## src/hw/rtl/qts_pkg.sv

```systemverilog
`default_nettype none

package qts_pkg;

	// separator compare slots built into the datapath
	localparam int NUM_SEPARATORS = 4;
	// separator registers on the config port
	localparam int SEP_REGS = 4;
	// largest separator count that takes effect
	localparam int SEP_LIMIT = (NUM_SEPARATORS < SEP_REGS) ? NUM_SEPARATORS : SEP_REGS;

	localparam int CHAR_W = 8;
	localparam int COUNT_W = 3;
	localparam int ADDR_W = 5;
	localparam int DATA_W = 32;

	// special bytes
	localparam logic [CHAR_W-1:0] CH_NUL = 8'h00;
	localparam logic [CHAR_W-1:0] CH_BACKSLASH = 8'h5C;
	localparam logic [CHAR_W-1:0] CH_SQUOTE = 8'h27;
	localparam logic [CHAR_W-1:0] CH_DQUOTE = 8'h22;

	// register indexes (byte address / 4)
	typedef enum logic [2:0] {
		REG_SEP_COUNT = 3'd0,
		REG_SEP_A = 3'd1,
		REG_SEP_B = 3'd2,
		REG_SEP_C = 3'd3,
		REG_SEP_D = 3'd4
	} reg_idx_t;

	// reset values
	localparam logic [COUNT_W-1:0] SEP_COUNT_RST = 3'd4;
	localparam logic [CHAR_W-1:0] SEP_A_RST = 8'd32;
	localparam logic [CHAR_W-1:0] SEP_B_RST = 8'd9;
	localparam logic [CHAR_W-1:0] SEP_C_RST = 8'd10;
	localparam logic [CHAR_W-1:0] SEP_D_RST = 8'd13;

	typedef struct packed {
		logic [COUNT_W-1:0] count;
		logic [SEP_REGS-1:0][CHAR_W-1:0] sep;
	} sep_cfg_t;

	typedef struct packed {
		logic s1_valid;
		logic advance;
		logic in_tok;
	} core_status_t;

endpackage

`default_nettype wire

```

## src/hw/rtl/qts_char_if.sv

```systemverilog
`default_nettype none

interface qts_char_if;
	logic valid;
	logic ready;
	logic [qts_pkg::CHAR_W-1:0] char_in;

	modport source (output valid, output char_in, input ready);
	modport sink (input valid, input char_in, output ready);
endinterface

`default_nettype wire

```

## src/hw/rtl/qts_token_if.sv

```systemverilog
`default_nettype none

interface qts_token_if;
	logic valid;
	logic ready;
	logic [qts_pkg::CHAR_W-1:0] token_byte;
	logic token_end;

	modport source (output valid, output token_byte, output token_end, input ready);
	modport sink (input valid, input token_byte, input token_end, output ready);
endinterface

`default_nettype wire

```

## src/hw/rtl/qts_regs.sv

```systemverilog
`default_nettype none

module qts_regs (
	input wire logic clk,
	input wire logic arst_n,
	input wire logic psel,
	input wire logic penable,
	input wire logic pwrite,
	input wire logic [qts_pkg::ADDR_W-1:0] paddr,
	input wire logic [qts_pkg::DATA_W-1:0] pwdata,
	output logic [qts_pkg::DATA_W-1:0] prdata,
	output logic pready,
	output qts_pkg::sep_cfg_t cfg
);

	qts_pkg::sep_cfg_t cfg_q;
	logic wr_en;
	qts_pkg::reg_idx_t idx;

	assign pready = 1'b1;
	assign wr_en = psel && penable && pwrite;
	assign idx = qts_pkg::reg_idx_t'(paddr[qts_pkg::ADDR_W-1:2]);
	assign cfg = cfg_q;

	// register writes
	always_ff @(posedge clk or negedge arst_n) begin
		if (!arst_n) begin
			cfg_q.count <= qts_pkg::SEP_COUNT_RST;
			cfg_q.sep[0] <= qts_pkg::SEP_A_RST;
			cfg_q.sep[1] <= qts_pkg::SEP_B_RST;
			cfg_q.sep[2] <= qts_pkg::SEP_C_RST;
			cfg_q.sep[3] <= qts_pkg::SEP_D_RST;
		end else if (wr_en) begin
			case (idx)
				qts_pkg::REG_SEP_COUNT: cfg_q.count <= pwdata[qts_pkg::COUNT_W-1:0];
				qts_pkg::REG_SEP_A: cfg_q.sep[0] <= pwdata[qts_pkg::CHAR_W-1:0];
				qts_pkg::REG_SEP_B: cfg_q.sep[1] <= pwdata[qts_pkg::CHAR_W-1:0];
				qts_pkg::REG_SEP_C: cfg_q.sep[2] <= pwdata[qts_pkg::CHAR_W-1:0];
				qts_pkg::REG_SEP_D: cfg_q.sep[3] <= pwdata[qts_pkg::CHAR_W-1:0];
				default: ;
			endcase
		end
	end

	// read mux
	always_comb begin
		prdata = '0;
		case (idx)
			qts_pkg::REG_SEP_COUNT: prdata = {{(qts_pkg::DATA_W-qts_pkg::COUNT_W){1'b0}},
				cfg_q.count};
			qts_pkg::REG_SEP_A: prdata = {{(qts_pkg::DATA_W-qts_pkg::CHAR_W){1'b0}}, cfg_q.sep[0]};
			qts_pkg::REG_SEP_B: prdata = {{(qts_pkg::DATA_W-qts_pkg::CHAR_W){1'b0}}, cfg_q.sep[1]};
			qts_pkg::REG_SEP_C: prdata = {{(qts_pkg::DATA_W-qts_pkg::CHAR_W){1'b0}}, cfg_q.sep[2]};
			qts_pkg::REG_SEP_D: prdata = {{(qts_pkg::DATA_W-qts_pkg::CHAR_W){1'b0}}, cfg_q.sep[3]};
			default: prdata = '0;
		endcase
	end

endmodule

`default_nettype wire

```

## src/hw/rtl/qts_core.sv

```systemverilog
`default_nettype none

module qts_core (
	input wire logic clk,
	input wire logic arst_n,
	input wire qts_pkg::sep_cfg_t cfg,
	qts_char_if.sink chars,
	qts_token_if.source tokens,
	output qts_pkg::core_status_t status
);

	// input stage
	logic s1_valid_s1;
	logic [qts_pkg::CHAR_W-1:0] char_s1;

	// tokenizer state
	logic inside_q, esc_q, squote_q, dquote_q;

	// result register
	logic out_valid_q;
	logic [qts_pkg::CHAR_W-1:0] token_byte_q;
	logic token_end_q;

	logic advance;
	logic [qts_pkg::COUNT_W-1:0] eff_count;
	logic [qts_pkg::SEP_REGS-1:0] match;
	logic is_sep;

	logic inside_n, esc_n, squote_n, dquote_n;
	logic esc_c, squote_c, dquote_c;
	logic has_res, res_end;
	logic [qts_pkg::CHAR_W-1:0] res_byte;

	assign advance = s1_valid_s1 && (!out_valid_q || tokens.ready);
	assign chars.ready = !s1_valid_s1 || advance;

	assign tokens.valid = out_valid_q;
	assign tokens.token_byte = token_byte_q;
	assign tokens.token_end = token_end_q;

	assign status.s1_valid = s1_valid_s1;
	assign status.advance = advance;
	assign status.in_tok = inside_q;

	// separator match, count saturated to the number of compare slots
	assign eff_count = (cfg.count > qts_pkg::COUNT_W'(qts_pkg::SEP_LIMIT)) ?
		qts_pkg::COUNT_W'(qts_pkg::SEP_LIMIT) : cfg.count;

	always_comb begin
		for (int i = 0; i < qts_pkg::SEP_REGS; i++) begin
			match[i] = (qts_pkg::COUNT_W'(i) < eff_count) && (cfg.sep[i] == char_s1);
		end
	end

	assign is_sep = |match;

	// one tokenizer step
	always_comb begin
		inside_n = inside_q;
		esc_n = esc_q;
		squote_n = squote_q;
		dquote_n = dquote_q;
		has_res = 1'b0;
		res_end = 1'b0;
		res_byte = char_s1;
		// flags restart at a token start
		esc_c = inside_q ? esc_q : 1'b0;
		squote_c = inside_q ? squote_q : 1'b0;
		dquote_c = inside_q ? dquote_q : 1'b0;
		if (char_s1 == qts_pkg::CH_NUL) begin
			// end of string closes any open token and drops all flags
			inside_n = 1'b0;
			esc_n = 1'b0;
			squote_n = 1'b0;
			dquote_n = 1'b0;
			has_res = inside_q;
			res_end = 1'b1;
			res_byte = '0;
		end else if (!inside_q && is_sep) begin
			// leading separator skipped
			has_res = 1'b0;
		end else begin
			inside_n = 1'b1;
			esc_n = esc_c;
			squote_n = squote_c;
			dquote_n = dquote_c;
			has_res = 1'b1;
			if (esc_c) begin
				esc_n = 1'b0;
			end else if (char_s1 == qts_pkg::CH_BACKSLASH) begin
				esc_n = 1'b1;
			end else if (char_s1 == qts_pkg::CH_SQUOTE) begin
				squote_n = !squote_c;
			end else if (char_s1 == qts_pkg::CH_DQUOTE) begin
				dquote_n = !dquote_c;
			end else if (!squote_c && !dquote_c && is_sep) begin
				// unquoted separator ends the token
				inside_n = 1'b0;
				esc_n = 1'b0;
				squote_n = 1'b0;
				dquote_n = 1'b0;
				res_end = 1'b1;
				res_byte = '0;
			end
		end
	end

	// input register
	always_ff @(posedge clk or negedge arst_n) begin
		if (!arst_n) begin
			s1_valid_s1 <= 1'b0;
		end else if (chars.valid && chars.ready) begin
			s1_valid_s1 <= 1'b1;
		end else if (advance) begin
			s1_valid_s1 <= 1'b0;
		end
	end

	always_ff @(posedge clk) begin
		if (chars.valid && chars.ready) begin
			char_s1 <= chars.char_in;
		end
	end

	// state flags
	always_ff @(posedge clk or negedge arst_n) begin
		if (!arst_n) begin
			inside_q <= 1'b0;
			esc_q <= 1'b0;
			squote_q <= 1'b0;
			dquote_q <= 1'b0;
		end else if (advance) begin
			inside_q <= inside_n;
			esc_q <= esc_n;
			squote_q <= squote_n;
			dquote_q <= dquote_n;
		end
	end

	// result register
	always_ff @(posedge clk or negedge arst_n) begin
		if (!arst_n) begin
			out_valid_q <= 1'b0;
		end else if (advance) begin
			out_valid_q <= has_res;
		end else if (tokens.ready) begin
			out_valid_q <= 1'b0;
		end
	end

	always_ff @(posedge clk) begin
		if (advance && has_res) begin
			token_byte_q <= res_byte;
			token_end_q <= res_end;
		end
	end

endmodule

`default_nettype wire

```

## src/hw/rtl/quoted_token_splitter.sv

```systemverilog
// channel   dir   payload                     request taken when
// chars     sink  char_in[7:0]                valid && ready
// tokens    src   token_byte[7:0], token_end  valid && ready
// apb       sink  paddr[4:0], pwdata[31:0]    psel && penable && pwrite
//
// one byte per cycle while the tokens side is not stalled; each byte is held in the input
// register and, if it yields a result, then moves into the result register
// the input register frees up in the cycle its byte moves into the result register
// reset clears the flags and loads the default separators (space, tab, lf, cr)
// a stalled tokens side holds its result and backs up into chars.ready
`default_nettype none

module quoted_token_splitter (
	input wire logic clk,
	input wire logic arst_n,
	input wire logic psel,
	input wire logic penable,
	input wire logic pwrite,
	input wire logic [qts_pkg::ADDR_W-1:0] paddr,
	input wire logic [qts_pkg::DATA_W-1:0] pwdata,
	output logic [qts_pkg::DATA_W-1:0] prdata,
	output logic pready,
	qts_char_if.sink chars,
	qts_token_if.source tokens
);

	qts_pkg::sep_cfg_t cfg;
	qts_pkg::core_status_t status;

	qts_regs u_regs (
		.clk(clk),
		.arst_n(arst_n),
		.psel(psel),
		.penable(penable),
		.pwrite(pwrite),
		.paddr(paddr),
		.pwdata(pwdata),
		.prdata(prdata),
		.pready(pready),
		.cfg(cfg)
	);

	qts_core u_core (
		.clk(clk),
		.arst_n(arst_n),
		.cfg(cfg),
		.chars(chars),
		.tokens(tokens),
		.status(status)
	);

	// an end marker carries no byte
	a_end_no_byte: assert property (@(posedge clk) disable iff (!arst_n)
		tokens.valid && tokens.token_end |-> tokens.token_byte == '0)
		else $error("end marker with nonzero byte");

	// a freshly loaded end marker means the token state has closed
	a_end_closes: assert property (@(posedge clk) disable iff (!arst_n)
		$rose(tokens.valid) && tokens.token_end |-> !status.in_tok)
		else $error("token still open after end marker");

	// a new result only comes from a byte moving out of the input register
	a_res_from_s1: assert property (@(posedge clk) disable iff (!arst_n)
		$rose(tokens.valid) |-> $past(status.advance))
		else $error("result without a byte leaving the input stage");

	// a held input byte blocks new requests
	a_no_overrun: assert property (@(posedge clk) disable iff (!arst_n)
		status.s1_valid && !status.advance |-> !chars.ready)
		else $error("input accepted over a held byte");

endmodule

`default_nettype wire
```

## src/flat_wrapper.sv

```systemverilog
// flat-port wrapper written by rule: the top's interface ports become plain ports
module quoted_token_splitter_flat 
  (clk, arst_n, psel, penable, pwrite, paddr, pwdata, prdata, pready, chars_valid, chars_char_in, chars_ready, tokens_valid, tokens_token_byte, tokens_token_end, tokens_ready);
  qts_char_if chars_i ();
  qts_token_if tokens_i ();
  input wire logic clk;
  input wire logic arst_n;
  input wire logic psel;
  input wire logic penable;
  input wire logic pwrite;
  input wire logic [qts_pkg::ADDR_W-1:0] paddr;
  input wire logic [qts_pkg::DATA_W-1:0] pwdata;
  output logic [qts_pkg::DATA_W-1:0] prdata;
  output logic pready;
  input wire logic [$bits(chars_i.valid)-1:0] chars_valid;
  input wire logic [$bits(chars_i.char_in)-1:0] chars_char_in;
  output wire logic [$bits(chars_i.ready)-1:0] chars_ready;
  output wire logic [$bits(tokens_i.valid)-1:0] tokens_valid;
  output wire logic [$bits(tokens_i.token_byte)-1:0] tokens_token_byte;
  output wire logic [$bits(tokens_i.token_end)-1:0] tokens_token_end;
  input wire logic [$bits(tokens_i.ready)-1:0] tokens_ready;
  assign chars_i.valid = chars_valid;
  assign chars_i.char_in = chars_char_in;
  assign chars_ready = chars_i.ready;
  assign tokens_valid = tokens_i.valid;
  assign tokens_token_byte = tokens_i.token_byte;
  assign tokens_token_end = tokens_i.token_end;
  assign tokens_i.ready = tokens_ready;
  quoted_token_splitter u_core (.clk(clk), .arst_n(arst_n), .psel(psel), .penable(penable), .pwrite(pwrite), .paddr(paddr), .pwdata(pwdata), .prdata(prdata), .pready(pready), .chars(chars_i), .tokens(tokens_i));
endmodule
```

## config.mk

```make
export PLATFORM = sky130hd
export DESIGN_NAME = quoted_token_splitter_flat
export DESIGN_NICKNAME = d
export VERILOG_FILES = /design/src/hw/rtl/qts_pkg.sv /design/src/hw/rtl/qts_char_if.sv /design/src/hw/rtl/qts_token_if.sv /design/src/hw/rtl/qts_regs.sv /design/src/hw/rtl/qts_core.sv /design/src/hw/rtl/quoted_token_splitter.sv /design/src/flat_wrapper.sv
export SDC_FILE = /design/constraint.sdc
export NUM_CORES = 1
export LEC_CHECK = 0
export BUFFER_PORTS_ARGS = -buffer_cell sky130_fd_sc_hd__buf_2
export CORE_UTILIZATION = 47
export CTS_CLUSTER_SIZE = 8
export DETAILED_ROUTE_END_ITERATION = 12
export PLACE_DENSITY = 0.76
export SYNTH_ARGS = -nofsm -noshare
export SYNTH_HDL_FRONTEND = slang
export SYNTH_SLANG_ARGS = --single-unit
```

## constraint.sdc

```tcl
create_clock -name clk -period 2.4 [get_ports clk]
set_clock_uncertainty 0.15 [all_clocks]
set_input_delay 0.48 -clock clk [delete_from_list [all_inputs] [get_ports clk]]
set_output_delay 0.48 -clock clk [all_outputs]
set_load 0.01 [all_outputs]
```

==> impl_results.md <==
- Critical path launch point type: flop
- Initial antenna violation count: 0
- Status: complete, but fails checks
- Layout net count: 437
- Initial core utilization: 0.493
- WP data required: 2340 ps
- Most common cell after layout, fill and taps aside: buf_2
- RSZ-0062 raised after global routing: true
- Worst-skew pair later-pin latency: 340 ps
- Yosys top cell area share: 0.236
- Crit path kind: reg2reg
- PD cells: 702 nW/um2
- Synth area leader: dfrtp_1
- Syn-to-layout area delta: 26.5%
- N_diodes: 0
- Port bufs: 44
- Slew headroom: 0.608
- Worst setup margin: -116 ps
- Dpl hpwl: 5.43 mm
- Core footprint: 6870 um2
- Synth warn: 0
- Final wirelength: 8.26 mm
- Fillers: 542
- Max VDD drop: 446 uV
- Max FO, Critical Path: 4
- Synth area leaders: dfrtp_1 24%, edfxtp_1 15%, mux2_2 13%
- Fmax achieved: 0.397 GHz
- Dpl cells: 453
- Most frequent cells in the layout: 44 x buf_2, 41 x buf_4, 38 x mux2_2
- CTS Buf Count: 9
- Cell area after synthesis: 3390 um2
- Via count: 2663
- Failing checks: negative setup slack
- Min cycle time layout: 2520 ps
- Most used DFF post-synth: dfrtp_1
- Post-route cell area: 4280 um2
- Leakage power: 0.00184 uW
- Worst Setup End Kind: flop
- Total track usage: 0.221
- Htree depth: 3
- Gr ovfl total: 0
- Max Slew Vio Count: 0
- Worst min path class: in2reg
- Die height: 86.9 um
- TritonCTS clock tree: done
- Final setup viols: 19
- Sequential area share after synthesis: 0.457
- Clock tree sinks: 58
- Root buffer cell: clkbuf_8
- Final Cycle Share: 1.05
- Slowest CP cell: edfxtp_1
- Seq cells post-synth: 58
- Setup TNS Final: -733 ps
- DR pass1 iterations: 5
- Worst-Margin Slew: 588 ps
- Syn Area/Cell: 11.3 um2
- Max cap viols: 0
- Clk slew on worst S/H paths: 60 ps
- Post-route ant nets: 0
- DRT iter0 DRCs: 274
- Ys async rst share: 0.707
- DP Area: 3780 um2
- DR vias/cell: 5.48
- Die area: 7550 um2
- Largest register FFs: 35
- Post-Synthesis Cells: 301
- Final Hold Viols: 0
- Worst path bufs/invs: 1
- Pin count of the biggest net entering global routing: 23
- Clock Path Buffers: 2
- RePlAce Congestion: 0.939
- Cell Chain, Critical Path: xor2_2 > or4_4 > nor3_4 > nor4_4 > buf_4 > o21ba_4 > a22o_1
- Placement Rows: 30
- IO Count: 96
- DRC viols: 0
- Arrival time worst endpoint: 2460 ps
- Die Width: 86.9 um
- Number of flops mapped to enable cells by yosys: 17
- Layout cells sized above 1: 0.464
- DR WL/cell: 17.0 um
- CP top delay family: simple AND/OR/NAND/NOR gates
- Biggest cell delay along the critical path: 510 ps
- Hold slack: 163 ps
- Synth unique cells: 50
- Vias in the first global route: 2430
- First-pass GRT wire length: 12.3 mm
- Finished Layout Cells: 486
-- power by group --
part	switching, uW	internal [uW]
Sequential	146	1190
Clock	387	577
Combinational	326	379
-- worst paths after layout --
kind | startpoint | end | slack [ps] | cells after the start
max reg2reg | u_core.u_core.char_s1[6]$_DFFE_PP_ | u_core.u_core.tokens.token_byte[1]$_SDFFCE_PN0P_ | -120 | 7
min in group asynchronous | arst_n | u_core.u_core.s1_valid_s1$_DFFE_PN0P_ | 520 | 2
min | chars_char_in[4] | u_core.u_core.char_s1[4]$_DFFE_PP_ | 160 | 1
max | u_core.u_core.char_s1[6]$_DFFE_PP_ | u_core.u_core.tokens.token_byte[1]$_SDFFCE_PN0P_ | -120 | 7
min reg2reg | u_core.u_core.tokens.valid$_DFFE_PN0P_ | u_core.u_core.tokens.valid$_DFFE_PN0P_ | 400 | 2
max in group asynchronous | arst_n | u_core.u_regs.cfg[11]$_DFFE_PN1P_ | 970 | 3
-- worst reg2reg max path, cell delays in order, from the launching register on --
cell and delay [ps]:
edfxtp_1 510, xor2_2 210, or4_4 510, nor3_4 180, nor4_4 100, buf_4 170
o21ba_4 210, a22o_1 230
-- area by class of cell --
class / instances / area [um2] / share of cell area
Timing Repair Buffer: 93 / 643 / 0.150
Multi-Input combinational cell: 219 / 1750 / 0.408
Sequential cell: 58 / 1550 / 0.361
Inverter: 4 / 15.0 / 0.00351
Clock buffer: 10 / 128 / 0.0298
Clock inverter: 6 / 81.3 / 0.0190
Tap cell: 96 / 120 / 0.0280
-- cells by family (layout without fill, tap and decap cells) --
logic type      count (synthesis)  count (layout)  share of synthesized area
compound gates                 45              45                     0.0957
xor+xnor                       33              33                     0.0853
mux                            44              44                      0.144
other cells                     2              25                    0.00222
simple gates                   72              72                      0.126
flops                          58              58                      0.457
buf+inv                        47             113                     0.0894
-- synth_stat cells, drive strengths merged, types with 7 or more instances --
cell type / count
a22oi: 11
buf: 35
clkbuf: 8
dfrtp: 32
dfstp: 9
edfxtp: 17
mux2: 39
nand2: 14
nand3: 7
nor2: 10
nor3: 7
o21ai: 8
o22ai: 8
xnor2: 29
-- timing repair --
action                                  4_1_cts  5_1_grt
pin swaps                                    13       13
hold buffers                                  1        0
hold endpoints to repair                      4        0
endpoints found under the setup margin       26       23
resized for setup                            13       17
setup buffers                                12        6
-- metal layers --
layer | track usage | routed length (um) | vias up
met5 | 0 | 0 | -
met4 | 0.106 | 165 | 0
met3 | 0.0445 | 589 | 20
met2 | 0.339 | 3830 | 147
met1 | 0.299 | 3670 | 1292
li1 | - | - | 1204
-- stage by stage --
step,util,power [uW],worst slack (ps)
after floorplan,-,1760,46.8
after global placement,0.550,1940,-188
after detailed placement,0.550,1960,-226
after CTS,0.602,2960,-96.8
after global routing,0.623,3140,-149
final,0.623,3010,-116
(Power assumes the default switching activity.)
